### src/rtl/slps_pkg.sv
// ----------------------------------------------------------------------------
// slps_pkg
// Types and constants shared by the serial link poll supervisor files.
// ----------------------------------------------------------------------------
`default_nettype none

package slps_pkg;

    localparam int RX_COUNT_W  = 8;
    localparam int CHECK_W     = 3;
    localparam int LIMIT_W     = 16;
    localparam int APB_ADDR_W  = 4;
    localparam int APB_DATA_W  = 32;

    // Input opcodes
    localparam logic OP_TICK      = 1'b0;
    localparam logic OP_IDLE_LINE = 1'b1;

    // Command kinds as held for an outstanding command
    localparam logic KIND_SYNC   = 1'b0;
    localparam logic KIND_ACTION = 1'b1;

    // Register indexes (paddr[3:2])
    localparam logic [1:0] REG_BUSY_LIMIT    = 2'd0;
    localparam logic [1:0] REG_SETTLE_LIMIT  = 2'd1;
    localparam logic [1:0] REG_SYNC_INTERVAL = 2'd2;
    localparam logic [1:0] REG_SYNC_ENABLE   = 2'd3;

    localparam logic [LIMIT_W-1:0] BUSY_LIMIT_RST    = 16'd100;
    localparam logic [LIMIT_W-1:0] SETTLE_LIMIT_RST  = 16'd10;
    localparam logic [LIMIT_W-1:0] SYNC_INTERVAL_RST = 16'd100;
    localparam logic               SYNC_ENABLE_RST   = 1'b1;

    typedef enum logic [1:0] {
        SEND_NONE   = 2'd0,
        SEND_SYNC   = 2'd1,
        SEND_ACTION = 2'd2
    } send_cmd_t;

    typedef struct packed {
        logic [LIMIT_W-1:0] busy_limit;
        logic [LIMIT_W-1:0] settle_limit;
        logic [LIMIT_W-1:0] sync_interval;
        logic               sync_enable;
    } cfg_t;

endpackage

`default_nettype wire

### src/rtl/slps_ifs.sv
// ----------------------------------------------------------------------------
// slps channel interfaces
// Request (tick / idle-line event) and response beat channels.
// ----------------------------------------------------------------------------
`default_nettype none

interface slps_req_if;
    logic                                valid;
    logic                                ready;
    logic                                opcode;
    logic [slps_pkg::RX_COUNT_W-1:0]     rx_count;
    logic                                action_pending;
    logic [slps_pkg::CHECK_W-1:0]        reply_check;

    modport source (
        output valid, opcode, rx_count, action_pending, reply_check,
        input  ready
    );
    modport sink (
        input  valid, opcode, rx_count, action_pending, reply_check,
        output ready
    );
endinterface

interface slps_rsp_if;
    logic                                valid;
    logic                                ready;
    logic                                reply_done;
    logic                                reply_kind;
    logic                                reply_timed_out;
    logic [slps_pkg::CHECK_W-1:0]        reply_code;
    logic [1:0]                          send_cmd;
    logic                                link_connected;
    logic                                link_is_busy;

    modport source (
        output valid, reply_done, reply_kind, reply_timed_out, reply_code,
               send_cmd, link_connected, link_is_busy,
        input  ready
    );
    modport sink (
        input  valid, reply_done, reply_kind, reply_timed_out, reply_code,
               send_cmd, link_connected, link_is_busy,
        output ready
    );
endinterface

`default_nettype wire

### src/rtl/serial_link_poll_supervisor.sv
// ----------------------------------------------------------------------------
// serial_link_poll_supervisor
// Supervises one command/response serial link: reply timeout, reply
// resolution, connection settling and sync/action command issue.
// ----------------------------------------------------------------------------
//  channel | dir | handshake     | beat payload
//  req     | in  | valid/ready   | opcode, rx_count, action_pending, reply_check
//  rsp     | out | valid/ready   | reply_done/kind/timed_out/code, send_cmd,
//          |     |               | link_connected, link_is_busy
//  apb     | in  | psel/penable  | 4 config registers at 4*i, pready tied high
//
// One beat per cycle sustained while rsp.ready stays high; a result passes the
// input register, then the result register (state update between). req.ready
// drops only when both the input and result registers are full and rsp.ready is
// low. Reset clears link state but sets reply_lost; loads register defaults.
// ----------------------------------------------------------------------------
`default_nettype none

module serial_link_poll_supervisor #(
    parameter int RX_BUFFER_BYTES = 128,
    parameter int COUNTER_BITS    = 16
) (
    input  wire logic                                clk,
    input  wire logic                                rst_n,
    slps_req_if.sink                                 req,
    slps_rsp_if.source                               rsp,
    input  wire logic                                psel,
    input  wire logic                                penable,
    input  wire logic                                pwrite,
    input  wire logic [slps_pkg::APB_ADDR_W-1:0]     paddr,
    input  wire logic [slps_pkg::APB_DATA_W-1:0]     pwdata,
    output logic      [slps_pkg::APB_DATA_W-1:0]     prdata,
    output logic                                     pready
);

    localparam int CB = COUNTER_BITS;
    localparam int CW = (COUNTER_BITS > slps_pkg::LIMIT_W) ? COUNTER_BITS
                                                            : slps_pkg::LIMIT_W;
    localparam logic [CB-1:0] CNT_MAX = {CB{1'b1}};
    localparam logic [slps_pkg::RX_COUNT_W-1:0] RX_MAX =
        slps_pkg::RX_COUNT_W'(RX_BUFFER_BYTES);

    function automatic logic [CB-1:0] sat_inc(input logic [CB-1:0] v);
        return (v == CNT_MAX) ? v : v + 1'b1;
    endfunction

    slps_pkg::cfg_t cfg;

    slps_cfg_regs u_cfg (
        .clk     (clk),
        .rst_n   (rst_n),
        .psel    (psel),
        .penable (penable),
        .pwrite  (pwrite),
        .paddr   (paddr),
        .pwdata  (pwdata),
        .prdata  (prdata),
        .pready  (pready),
        .cfg     (cfg)
    );

    // Input register
    logic                               s1_valid_reg;
    logic                               s1_opcode_reg;
    logic [slps_pkg::RX_COUNT_W-1:0]    s1_rx_count_reg;
    logic                               s1_action_reg;
    logic [slps_pkg::CHECK_W-1:0]       s1_check_reg;

    // Result register
    logic                               o_valid_reg;
    logic                               o_done_reg;
    logic                               o_kind_reg;
    logic                               o_tmo_reg;
    logic [slps_pkg::CHECK_W-1:0]       o_code_reg;
    slps_pkg::send_cmd_t                o_send_reg;
    logic                               o_conn_reg;
    logic                               o_busy_reg;

    // Link state
    logic                               waiting_reply_reg,   waiting_reply_next;
    logic [CB-1:0]                      busy_ticks_reg,      busy_ticks_next;
    logic [CB-1:0]                      sync_wait_reg,       sync_wait_next;
    logic                               connected_reg,       connected_next;
    logic                               conn_before_reg,     conn_before_next;
    logic                               outstanding_reg,     outstanding_next;
    logic                               reply_lost_reg,      reply_lost_next;
    logic                               out_kind_reg,        out_kind_next;
    logic                               settle_needed_reg,   settle_needed_next;
    logic [CB-1:0]                      settle_ticks_reg,    settle_ticks_next;
    logic [slps_pkg::RX_COUNT_W-1:0]    rx_bytes_reg,        rx_bytes_next;
    logic [slps_pkg::RX_COUNT_W-1:0]    rx_before_reg,       rx_before_next;

    // Result of the item in the input register
    logic                               r_done;
    logic                               r_kind;
    logic                               r_tmo;
    logic [slps_pkg::CHECK_W-1:0]       r_code;
    slps_pkg::send_cmd_t                r_send;

    logic                               out_load;
    logic                               s1_adv;
    logic                               req_take;

    logic [CB-1:0]                      bt_inc;
    logic [CB-1:0]                      st_inc;
    logic                               settle_now;
    logic                               may_send;
    logic                               sync_due;
    logic [CW-1:0]                      interval_w;
    logic [CB-1:0]                      interval_sat;

    assign out_load  = !o_valid_reg || rsp.ready;
    assign s1_adv    = s1_valid_reg && out_load;
    assign req.ready = !s1_valid_reg || out_load;
    assign req_take  = req.valid && req.ready;

    assign bt_inc     = sat_inc(busy_ticks_reg);
    assign st_inc     = sat_inc(settle_ticks_reg);
    assign interval_w = CW'(cfg.sync_interval);
    assign sync_due   = CW'(sync_wait_reg) >= interval_w;
    assign interval_sat = (interval_w > CW'(CNT_MAX)) ? CNT_MAX : CB'(interval_w);

    always_comb
    begin
        waiting_reply_next = waiting_reply_reg;
        busy_ticks_next    = busy_ticks_reg;
        sync_wait_next     = sync_wait_reg;
        connected_next     = connected_reg;
        conn_before_next   = conn_before_reg;
        outstanding_next   = outstanding_reg;
        reply_lost_next    = reply_lost_reg;
        out_kind_next      = out_kind_reg;
        settle_needed_next = settle_needed_reg;
        settle_ticks_next  = settle_ticks_reg;
        rx_bytes_next      = rx_bytes_reg;
        rx_before_next     = rx_before_reg;
        r_done     = 1'b0;
        r_kind     = slps_pkg::KIND_SYNC;
        r_tmo      = 1'b0;
        r_code     = '0;
        r_send     = slps_pkg::SEND_NONE;
        settle_now = 1'b0;
        may_send   = 1'b0;

        if (s1_opcode_reg == slps_pkg::OP_IDLE_LINE)
        begin
            rx_bytes_next = (s1_rx_count_reg > RX_MAX) ? RX_MAX : s1_rx_count_reg;
            if (s1_rx_count_reg != '0)
            begin
                waiting_reply_next = 1'b0;
            end
        end
        else if (waiting_reply_reg)
        begin
            busy_ticks_next = bt_inc;
            if (CW'(bt_inc) > CW'(cfg.busy_limit))
            begin
                reply_lost_next    = 1'b1;
                waiting_reply_next = 1'b0;
            end
        end
        else
        begin
            // Resolve the outstanding command first
            if (outstanding_reg)
            begin
                r_done           = 1'b1;
                r_kind           = out_kind_reg;
                r_tmo            = reply_lost_reg;
                r_code           = reply_lost_reg ? '0 : s1_check_reg;
                reply_lost_next  = 1'b0;
                outstanding_next = 1'b0;
                connected_next   = !reply_lost_reg;
            end

            // Hold off sending until rx count is stable after a fresh connect
            settle_now       = settle_needed_reg || (!conn_before_reg && connected_next);
            conn_before_next = connected_next;
            if (!settle_now)
            begin
                may_send = 1'b1;
            end
            else
            begin
                settle_needed_next = 1'b1;
                rx_before_next     = rx_bytes_reg;
                if (rx_before_reg == rx_bytes_reg)
                begin
                    settle_ticks_next = st_inc;
                    if (CW'(st_inc) >= CW'(cfg.settle_limit))
                    begin
                        settle_ticks_next  = '0;
                        settle_needed_next = 1'b0;
                        may_send           = 1'b1;
                    end
                end
                else
                begin
                    settle_ticks_next = '0;
                end
            end

            if (may_send)
            begin
                if (connected_next && s1_action_reg)
                begin
                    sync_wait_next     = interval_sat;
                    busy_ticks_next    = '0;
                    waiting_reply_next = 1'b1;
                    outstanding_next   = 1'b1;
                    out_kind_next      = slps_pkg::KIND_ACTION;
                    r_send             = slps_pkg::SEND_ACTION;
                end
                else if (!connected_next || cfg.sync_enable)
                begin
                    if (sync_due)
                    begin
                        sync_wait_next     = '0;
                        busy_ticks_next    = '0;
                        waiting_reply_next = 1'b1;
                        outstanding_next   = 1'b1;
                        out_kind_next      = slps_pkg::KIND_SYNC;
                        r_send             = slps_pkg::SEND_SYNC;
                    end
                    else
                    begin
                        sync_wait_next = sat_inc(sync_wait_reg);
                    end
                end
            end
        end
    end

    always_ff @(posedge clk or negedge rst_n)
    begin
        if (!rst_n)
        begin
            s1_valid_reg      <= 1'b0;
            o_valid_reg       <= 1'b0;
            waiting_reply_reg <= 1'b0;
            busy_ticks_reg    <= '0;
            sync_wait_reg     <= '0;
            connected_reg     <= 1'b0;
            conn_before_reg   <= 1'b0;
            outstanding_reg   <= 1'b0;
            reply_lost_reg    <= 1'b1;
            out_kind_reg      <= slps_pkg::KIND_SYNC;
            settle_needed_reg <= 1'b0;
            settle_ticks_reg  <= '0;
            rx_bytes_reg      <= '0;
            rx_before_reg     <= '0;
        end
        else
        begin
            if (req_take)
            begin
                s1_valid_reg <= 1'b1;
            end
            else if (s1_adv)
            begin
                s1_valid_reg <= 1'b0;
            end

            if (out_load)
            begin
                o_valid_reg <= s1_valid_reg;
            end

            if (s1_adv)
            begin
                waiting_reply_reg <= waiting_reply_next;
                busy_ticks_reg    <= busy_ticks_next;
                sync_wait_reg     <= sync_wait_next;
                connected_reg     <= connected_next;
                conn_before_reg   <= conn_before_next;
                outstanding_reg   <= outstanding_next;
                reply_lost_reg    <= reply_lost_next;
                out_kind_reg      <= out_kind_next;
                settle_needed_reg <= settle_needed_next;
                settle_ticks_reg  <= settle_ticks_next;
                rx_bytes_reg      <= rx_bytes_next;
                rx_before_reg     <= rx_before_next;
            end
        end
    end

    // Payload registers
    always_ff @(posedge clk)
    begin
        if (req_take)
        begin
            s1_opcode_reg   <= req.opcode;
            s1_rx_count_reg <= req.rx_count;
            s1_action_reg   <= req.action_pending;
            s1_check_reg    <= req.reply_check;
        end
        if (s1_adv)
        begin
            o_done_reg <= r_done;
            o_kind_reg <= r_kind;
            o_tmo_reg  <= r_tmo;
            o_code_reg <= r_code;
            o_send_reg <= r_send;
            o_conn_reg <= connected_next;
            o_busy_reg <= waiting_reply_next;
        end
    end

    assign rsp.valid           = o_valid_reg;
    assign rsp.reply_done      = o_done_reg;
    assign rsp.reply_kind      = o_kind_reg;
    assign rsp.reply_timed_out = o_tmo_reg;
    assign rsp.reply_code      = o_code_reg;
    assign rsp.send_cmd        = o_send_reg;
    assign rsp.link_connected  = o_conn_reg;
    assign rsp.link_is_busy    = o_busy_reg;

    // A reply wait always belongs to an outstanding command
    a_wait_has_cmd: assert property (@(posedge clk) disable iff (!rst_n)
        waiting_reply_reg |-> outstanding_reg)
        else $error("waiting for a reply with no command outstanding");

    // A command issued leaves the link busy
    a_send_busy: assert property (@(posedge clk) disable iff (!rst_n)
        (rsp.valid && rsp.send_cmd != slps_pkg::SEND_NONE) |-> rsp.link_is_busy)
        else $error("command sent but link not busy");

    // A timeout drops the connection and carries no checker code
    a_tmo_disc: assert property (@(posedge clk) disable iff (!rst_n)
        (rsp.valid && rsp.reply_timed_out) |-> (!rsp.link_connected && rsp.reply_code == '0))
        else $error("timed out reply left link connected or carried a code");

    // Action commands go out only on a connected link
    a_action_conn: assert property (@(posedge clk) disable iff (!rst_n)
        (rsp.valid && rsp.send_cmd == slps_pkg::SEND_ACTION) |-> rsp.link_connected)
        else $error("action command sent while disconnected");

endmodule

`default_nettype wire

### src/rtl/slps_cfg_regs.sv
// ----------------------------------------------------------------------------
// slps_cfg_regs
// APB register file: busy limit, settle limit, sync interval, sync enable.
// ----------------------------------------------------------------------------
`default_nettype none

module slps_cfg_regs (
    input  wire logic                                clk,
    input  wire logic                                rst_n,
    input  wire logic                                psel,
    input  wire logic                                penable,
    input  wire logic                                pwrite,
    input  wire logic [slps_pkg::APB_ADDR_W-1:0]     paddr,
    input  wire logic [slps_pkg::APB_DATA_W-1:0]     pwdata,
    output logic      [slps_pkg::APB_DATA_W-1:0]     prdata,
    output logic                                     pready,
    output slps_pkg::cfg_t                           cfg
);

    slps_pkg::cfg_t cfg_reg;
    logic           wr_en;
    logic [1:0]     reg_idx;

    assign pready  = 1'b1;
    assign wr_en   = psel && penable && pwrite;
    assign reg_idx = paddr[3:2];
    assign cfg     = cfg_reg;

    always_ff @(posedge clk or negedge rst_n)
    begin
        if (!rst_n)
        begin
            cfg_reg.busy_limit    <= slps_pkg::BUSY_LIMIT_RST;
            cfg_reg.settle_limit  <= slps_pkg::SETTLE_LIMIT_RST;
            cfg_reg.sync_interval <= slps_pkg::SYNC_INTERVAL_RST;
            cfg_reg.sync_enable   <= slps_pkg::SYNC_ENABLE_RST;
        end
        else if (wr_en)
        begin
            case (reg_idx)
                slps_pkg::REG_BUSY_LIMIT:
                    cfg_reg.busy_limit <= pwdata[slps_pkg::LIMIT_W-1:0];
                slps_pkg::REG_SETTLE_LIMIT:
                    cfg_reg.settle_limit <= pwdata[slps_pkg::LIMIT_W-1:0];
                slps_pkg::REG_SYNC_INTERVAL:
                    cfg_reg.sync_interval <= pwdata[slps_pkg::LIMIT_W-1:0];
                slps_pkg::REG_SYNC_ENABLE:
                    cfg_reg.sync_enable <= pwdata[0];
                default:
                    cfg_reg <= cfg_reg;
            endcase
        end
    end

    always_comb
    begin
        prdata = '0;
        case (reg_idx)
            slps_pkg::REG_BUSY_LIMIT:
                prdata[slps_pkg::LIMIT_W-1:0] = cfg_reg.busy_limit;
            slps_pkg::REG_SETTLE_LIMIT:
                prdata[slps_pkg::LIMIT_W-1:0] = cfg_reg.settle_limit;
            slps_pkg::REG_SYNC_INTERVAL:
                prdata[slps_pkg::LIMIT_W-1:0] = cfg_reg.sync_interval;
            slps_pkg::REG_SYNC_ENABLE:
                prdata[0] = cfg_reg.sync_enable;
            default:
                prdata = '0;
        endcase
    end

endmodule

`default_nettype wire

### src/flat_wrapper.sv
// flat-port wrapper written by rule: the top's interface ports become plain ports
module serial_link_poll_supervisor_flat 
#(
    parameter int RX_BUFFER_BYTES = 128,
    parameter int COUNTER_BITS    = 16
)
  (clk, rst_n, psel, penable, pwrite, paddr, pwdata, prdata, pready, req_valid, req_opcode, req_rx_count, req_action_pending, req_reply_check, req_ready, rsp_valid, rsp_reply_done, rsp_reply_kind, rsp_reply_timed_out, rsp_reply_code, rsp_send_cmd, rsp_link_connected, rsp_link_is_busy, rsp_ready);
  slps_req_if req_i ();
  slps_rsp_if rsp_i ();
  input  wire logic clk;
  input  wire logic rst_n;
  input  wire logic psel;
  input  wire logic penable;
  input  wire logic pwrite;
  input  wire logic [slps_pkg::APB_ADDR_W-1:0] paddr;
  input  wire logic [slps_pkg::APB_DATA_W-1:0] pwdata;
  output logic      [slps_pkg::APB_DATA_W-1:0] prdata;
  output logic pready;
  input wire logic [$bits(req_i.valid)-1:0] req_valid;
  input wire logic [$bits(req_i.opcode)-1:0] req_opcode;
  input wire logic [$bits(req_i.rx_count)-1:0] req_rx_count;
  input wire logic [$bits(req_i.action_pending)-1:0] req_action_pending;
  input wire logic [$bits(req_i.reply_check)-1:0] req_reply_check;
  output wire logic [$bits(req_i.ready)-1:0] req_ready;
  output wire logic [$bits(rsp_i.valid)-1:0] rsp_valid;
  output wire logic [$bits(rsp_i.reply_done)-1:0] rsp_reply_done;
  output wire logic [$bits(rsp_i.reply_kind)-1:0] rsp_reply_kind;
  output wire logic [$bits(rsp_i.reply_timed_out)-1:0] rsp_reply_timed_out;
  output wire logic [$bits(rsp_i.reply_code)-1:0] rsp_reply_code;
  output wire logic [$bits(rsp_i.send_cmd)-1:0] rsp_send_cmd;
  output wire logic [$bits(rsp_i.link_connected)-1:0] rsp_link_connected;
  output wire logic [$bits(rsp_i.link_is_busy)-1:0] rsp_link_is_busy;
  input wire logic [$bits(rsp_i.ready)-1:0] rsp_ready;
  assign req_i.valid = req_valid;
  assign req_i.opcode = req_opcode;
  assign req_i.rx_count = req_rx_count;
  assign req_i.action_pending = req_action_pending;
  assign req_i.reply_check = req_reply_check;
  assign req_ready = req_i.ready;
  assign rsp_valid = rsp_i.valid;
  assign rsp_reply_done = rsp_i.reply_done;
  assign rsp_reply_kind = rsp_i.reply_kind;
  assign rsp_reply_timed_out = rsp_i.reply_timed_out;
  assign rsp_reply_code = rsp_i.reply_code;
  assign rsp_send_cmd = rsp_i.send_cmd;
  assign rsp_link_connected = rsp_i.link_connected;
  assign rsp_link_is_busy = rsp_i.link_is_busy;
  assign rsp_i.ready = rsp_ready;
  serial_link_poll_supervisor #(.RX_BUFFER_BYTES(RX_BUFFER_BYTES), .COUNTER_BITS(COUNTER_BITS)) u_core (.clk(clk), .rst_n(rst_n), .req(req_i), .rsp(rsp_i), .psel(psel), .penable(penable), .pwrite(pwrite), .paddr(paddr), .pwdata(pwdata), .prdata(prdata), .pready(pready));
endmodule
### config.mk
export PLATFORM = sky130hd
export DESIGN_NAME = serial_link_poll_supervisor_flat
export DESIGN_NICKNAME = d
export VERILOG_FILES = /design/src/rtl/slps_pkg.sv /design/src/rtl/slps_ifs.sv /design/src/rtl/serial_link_poll_supervisor.sv /design/src/rtl/slps_cfg_regs.sv /design/src/flat_wrapper.sv
export SDC_FILE = /design/constraint.sdc
export NUM_CORES = 1
export LEC_CHECK = 0
export BUFFER_PORTS_ARGS = -buffer_cell sky130_fd_sc_hd__buf_2
export CELL_PAD_IN_SITES_DETAIL_PLACEMENT = 0
export CELL_PAD_IN_SITES_GLOBAL_PLACEMENT = 1
export CORE_MARGIN = 8
export CORE_UTILIZATION = 45
export CTS_CLUSTER_DIAMETER = 80
export DETAILED_ROUTE_END_ITERATION = 12
export GPL_TIMING_DRIVEN = 0
export PLACE_DENSITY = 0.77
export RECOVER_POWER = 100
export SLEW_MARGIN = 20
export SYNTH_ARGS = -nofsm -noshare
export SYNTH_HDL_FRONTEND = slang
export SYNTH_SLANG_ARGS = --single-unit
export TNS_END_PERCENT = 100
### constraint.sdc
create_clock -name clk -period 4.25 [get_ports clk]
set_input_delay 0.2125 -clock clk [delete_from_list [all_inputs] [get_ports clk]]
set_output_delay 0.2125 -clock clk [all_outputs]
set_load 0.05 [all_outputs]
Word-level counts from Yosys, hierarchy flattened. Index checks and enable logic that the tools add are counted.

Register bits: 145. Output and inout port bits: 45. Logic and storage cells: 141.

Add/subtract/negate cells: 3. $lt $le $gt $ge: 5. Eq/ne operators: 9. Mux-type cells: 49. Bitwise operators: 5. Reductions and logical operators: 40.

Operators by type and width (count): two-way mux 16 bit (14); adder 16 x 1 -> 16 bit (second input constant) (3); == test 16 bit (second input constant) (3); case mux 15 bit (3 select lines) (1); greater-or-equal comparator 16 bit (2); two-way mux 1 bit (30); > comparator 16 bit (1); > comparator 16 bit (second input constant) (1); AND reduction 6 bit (2); AND reduction 2 bit (5); nonzero test 2 bit (5); == test 8 bit (1); > comparator 8 bit (second input constant) (1); two-way mux 8 bit (1); AND reduction 4 bit (2); nonzero test 8 bit (1); logical AND 1 bit (6); nonzero test 3 bit (2); OR reduction 3 bit (2); zero test 1 bit (5); inverter 1 bit (5); AND reduction 5 bit (1); OR reduction 5 bit (1); == test 2 bit (second input constant) (2); 10 further kinds (14).

Depth between registers and ports, before layout.
Depth after elaboration: 12. Gate-level depth with buffers: 16. Depth with buffers taken out: 13.

Cells and area by module. A second synthesis with hierarchy kept.

Cell total of the unflattened synthesis: 942. Area, all modules: 9185.1 sq um.

By module, submodules not included: serial_link_poll_supervisor (instances 1, cells an instance 763, area each 6790.3 sq um); slps_cfg_regs (instances 1, cells an instance 179, area each 2394.8 sq um).

Least setup slack after synthesis. OpenSTA, ideal clock, no wires.

Kind: reg-to-reg. From: register u_core.settle_ticks_reg[3]. To: register u_core.sync_wait_reg[13]. Setup time: 0.125 ns. Data arrival time: 3.710 ns. Path slack: 0.415 ns. Cell stages (with the launch flop): 15. Buffers on the path: 2. Period minus slack after synthesis: 3.835 ns. Path through: dfrtp_1 -> clkbuf_1 -> nand4_1 -> nor3_1 -> nand4_1 -> o32a_1 -> ha_1 -> nand4_2 -> nor3_2 -> or4b_4 -> a31oi_4 -> o21ai_2 -> or2_1 -> buf_6 -> mux2_4.

Word-level cells in the longest chain between the ends: 9.

RTL lines: from (decl) (line serial_link_poll_supervisor.sv:89) `logic [CB-1:0] settle_ticks_reg, settle_ticks_next;`; from (signal assigned) (line serial_link_poll_supervisor.sv:280) `settle_ticks_reg <= settle_ticks_next;`; adder 16 x 1 -> 16 bit / == test 16 bit (equally long branches) (line serial_link_poll_supervisor.sv:44) `return (v == CNT_MAX) ? v : v + 1'b1;`; two-way mux 16 bit * (line serial_link_poll_supervisor.sv:44); greater-or-equal comparator 16 bit * (line serial_link_poll_supervisor.sv:190) `if (CW'(st_inc) >= CW'(cfg.settle_limit))`; two-way mux 1 bit * (line serial_link_poll_supervisor.sv:190); two-way mux 1 bit * (line serial_link_poll_supervisor.sv:187) `if (rx_before_reg == rx_bytes_reg)`; two-way mux 1 bit * (line serial_link_poll_supervisor.sv:179) `if (!settle_now)`; two-way mux 1 bit * (line serial_link_poll_supervisor.sv:153) `else if (waiting_reply_reg)`; two-way mux 1 bit * (line serial_link_poll_supervisor.sv:145) `if (s1_opcode_reg == slps_pkg::OP_IDLE_LINE)`; AND reduction 6 bit (no line) *; to (signal assigned) (line serial_link_poll_supervisor.sv:273) `sync_wait_reg <= sync_wait_next;`; to (decl) (line serial_link_poll_supervisor.sv:82) `logic [CB-1:0] sync_wait_reg, sync_wait_next;`.

Every way passes the cells marked *; elsewhere a longest branch is shown, timed or not. The select of a mux whose other input is x is not followed. A chain may end at the register's enable or synchronous reset.

Final worst setup path.
From: register u_core.settle_ticks_reg[9]. To: register u_core.sync_wait_reg[13].

The elaborated chain is that of the path after synthesis.

==> results.tsv <==
metric	value	unit
run_status	complete, but fails checks	
failing_checks	capacitance limit, slew limit	
cts_tree	yes	
pin_count	101	
timing.hold.worst.class	input pin to flip-flop	
p_switching	1585	uW
seq_area_frac_synth	43.56	%
yosysWarningCount	0	
rr_worst_depth	15	
totalPowerFinal	4422	uW
worst_hold_path.num_cells	3	
post-dp-hpwl	17170	um
critical_path_class	flip-flop to flip-flop	
worstSkewPairLatency	0.44	ns
setup.worst_path.start_class	flip-flop	
timing.hold.ws	0.03015	ns
synthesis.instances	935	
fp.dieW	154.4	um
critical_path_at	4.34	ns
ant_nets	0	
layout.nets	1163	
final_hold_violation_count	0	
power-per-cell-area	437.0	nW/um^2
multi_input_comb_area	4425	sq um
r2r-start	u_core.settle_ticks_reg[9]	
netlist.top_cell.by_area	dfrtp_1	
number_of_flip_flops_in_the_largest_register	49	
cts-root-buf	clkbuf_16	
endpoint_of_the_most_critical_register_to_register_path	u_core.sync_wait_reg[13]	
clock-skew-final	0.01317	ns
route.vias.total	6997	
worst_setup_path_end_kind	flip-flop	
dr.pass1.iters	5	
grt_start_max_net_pins	64	
drive_above_1_share	14.13	%
detailed_place.area	9335	sq um
placement_rows	50	
max_clock_freq	0.2483	GHz
diodes	0	
first_global_vias	6916	
grt_antenna_before_repair	0	
grt_remaining_overflow	0	
clock_sink_count	145	
grt_pass1_wl	36690	um
die_y	154.4	um
synth.avg_cell_area	9.223	sq um
reg_clk_slew_reported_paths	0.07	ns
synth-main-ff-cell	dfrtp_1	
register_area	3757	sq um
coreArea	18770	sq um
area_delta_synth_final	17.34	%
wirelength	22680	um
p_int	2837	uW
grt_setup_unrepaired	no	
postSynth.asyncResetShare	84.14	%
timing_max_transition_violations_final	63	
total_clock_buffers_created_by_cts	17	
grt_usage	19.35	%
die-area	23850	sq um
avgRoutedWirePerCell	17.40	um
synth_cell_type_count	66	
cts-root-to-sink-buffers	2	
ranking_of_synthesized_cells_by_area	dfrtp_1 33%, edfxtp_1 8.0%, ha_1 7.4%	
setup_violations	0	
detail_route.drc_violations	0	
worst_hold_path.endpoint	u_core.u_cfg.cfg[6]	
final_core_utilization	53.91	%
max-slew-margin-rel	-105.0	%
detail_route.iter0.violations	478	
floorplan.initialDensity	45.95	%
layout.cell_area.non_filler	10120	sq um
worst_ir_drop_vdd	308.2	uV
comb_power_share	27.1	%
synth.cells.most_frequent	133 x nand2_1, 112 x dfrtp_1, 73 x o21ai_0	
worstPathMaxFanout	7	
swShare	35.84	%
finalWorstPathRequiredPeriod	4.028	ns
yosysMostFrequentCell	nand2_1	
max_cap_viol_count	1	
place.port_buffers	65	
ff2ff_setup_slack	0.22	ns
gp_congestion	0.8706	
tightest_slew	3.075	ns
worst_hold_startpoint	pwdata[5]	
htree_levels	4	
vias_per_cell	5.370	
synthDominantCellAreaShare	32.50	%
layout.filler_cells	1770	
cellLeakagePower	0.004692	uW
worst_ep_required_time	4.57	ns
synth-edff-count	23	
power_frac_clock	33.0	%
min_period_over_period	94.77	%
post_synth_instance_area	8623	sq um
synth.ff_latch_count	145	
seq_power_share	39.9	%
layout by cell type, fill, tap and decap left out, types with 17 or more instances in the layout:
cell       Yosys  layout
a21oi_1       52      51
buf_2          2      36
buf_4         17      24
clkbuf_1      32      60
clkbuf_16      0      17
conb_1         2      17
dfrtp_1      112     111
edfxtp_1      23      23
ha_1          51      51
inv_1         68      68
mux2_2        22      22
mux2i_1       28      28
nand2_1      133     133
nand2b_1      18      18
nand3_1       29      29
nor2_1        35      35
nor3_1        23      22
o21ai_0       73      81
xnor2_1       17      17
layer usage:
layer / vias up / wire length, um / track usage, %
met5: - / 0 / 0
met4: 0 / 331 / 5.506
met3: 21 / 1006 / 3.566
met2: 152 / 10490 / 30.67
met1: 3315 / 10850 / 26.56
li1: 3509 / - / -
logic make-up after synthesis:
logic type,Yosys count,share of synthesized area [%]
AOI/OAI and AO/OA,206,14.10
xor gates and xnor gates,32,3.250
adders and majority gates,51,7.400
buffers and inverters,125,6.384
DFF,145,43.56
muxes,55,7.037
other,2,0.08709
and+or+nand+nor,319,18.18
through the flow:
step | instances | worst slack (ns) | TNS (ns)
floorplan | 950 | 0.4152 | 0
global placement | 1249 | -0.4260 | -13.47
detailed placement | 1250 | -0.4480 | -12.45
CTS | 1297 | 0.03830 | 0
global route | 1303 | 0.0006559 | 0
finish | 1303 | 0.2222 | 0
power groups by stage:
stage	Clock, uW	Sequential [uW]	Combinational [uW]
4_1_cts	1480	1760	1210
6_report	1460	1760	1200
5_1_grt	1540	1790	1350
3_3_place_gp	0	1790	1160
2_1_floorplan	0	1760	877
3_5_place_dp	0	1790	1190
worst max path at each step:
stage	start	to	slack [ns]	cells after the start
6_report	u_core.settle_ticks_reg[9]	u_core.sync_wait_reg[13]	0.22	15
3_3_place_gp	u_core.settle_ticks_reg[3]	u_core.settle_ticks_reg[5]	-0.43	15
4_1_cts	u_core.settle_ticks_reg[3]	u_core.sync_wait_reg[13]	0.04	14
2_1_floorplan	u_core.settle_ticks_reg[3]	u_core.sync_wait_reg[13]	0.42	14
3_5_place_dp	u_core.settle_ticks_reg[3]	u_core.settle_ticks_reg[3]	-0.45	15
5_1_grt	u_core.settle_ticks_reg[9]	u_core.sync_wait_reg[13]	0.0007	15
critical path: stages (launching register included):
cell     delay, ns
dfrtp_1       0.46
nand4_1       0.19
nor3_4        0.28
nand4_1       0.21
buf_4         0.20
o21ai_0       0.21
a21o_1        0.15
ha_1          0.17
nand4_2       0.15
nor3_2        0.29
or4b_4        0.52
a31oi_4       0.21
o21ai_2       0.14
or2_0         0.28
buf_6         0.15
mux2_4        0.29
area by class of cell:
type,count,share of cell area [%]
clock inverter,15,1.397
buffer,54,2.856
clock buffer,17,4.204
timing repair buffer,89,5.218
sequential,145,37.13
multi-input combinational,680,43.74
inverter,69,2.560
tap,234,2.894
what timing repair did:
item / CTS / global route
resized for setup: 9 / 7
hold buffers: 15 / 0
pin swaps: 1 / 4
setup buffers: 1 / 7
hold endpoints to repair: 72 / 0
setup endpoints to repair: 49 / 42
Power figures use the tool's default switching activity.
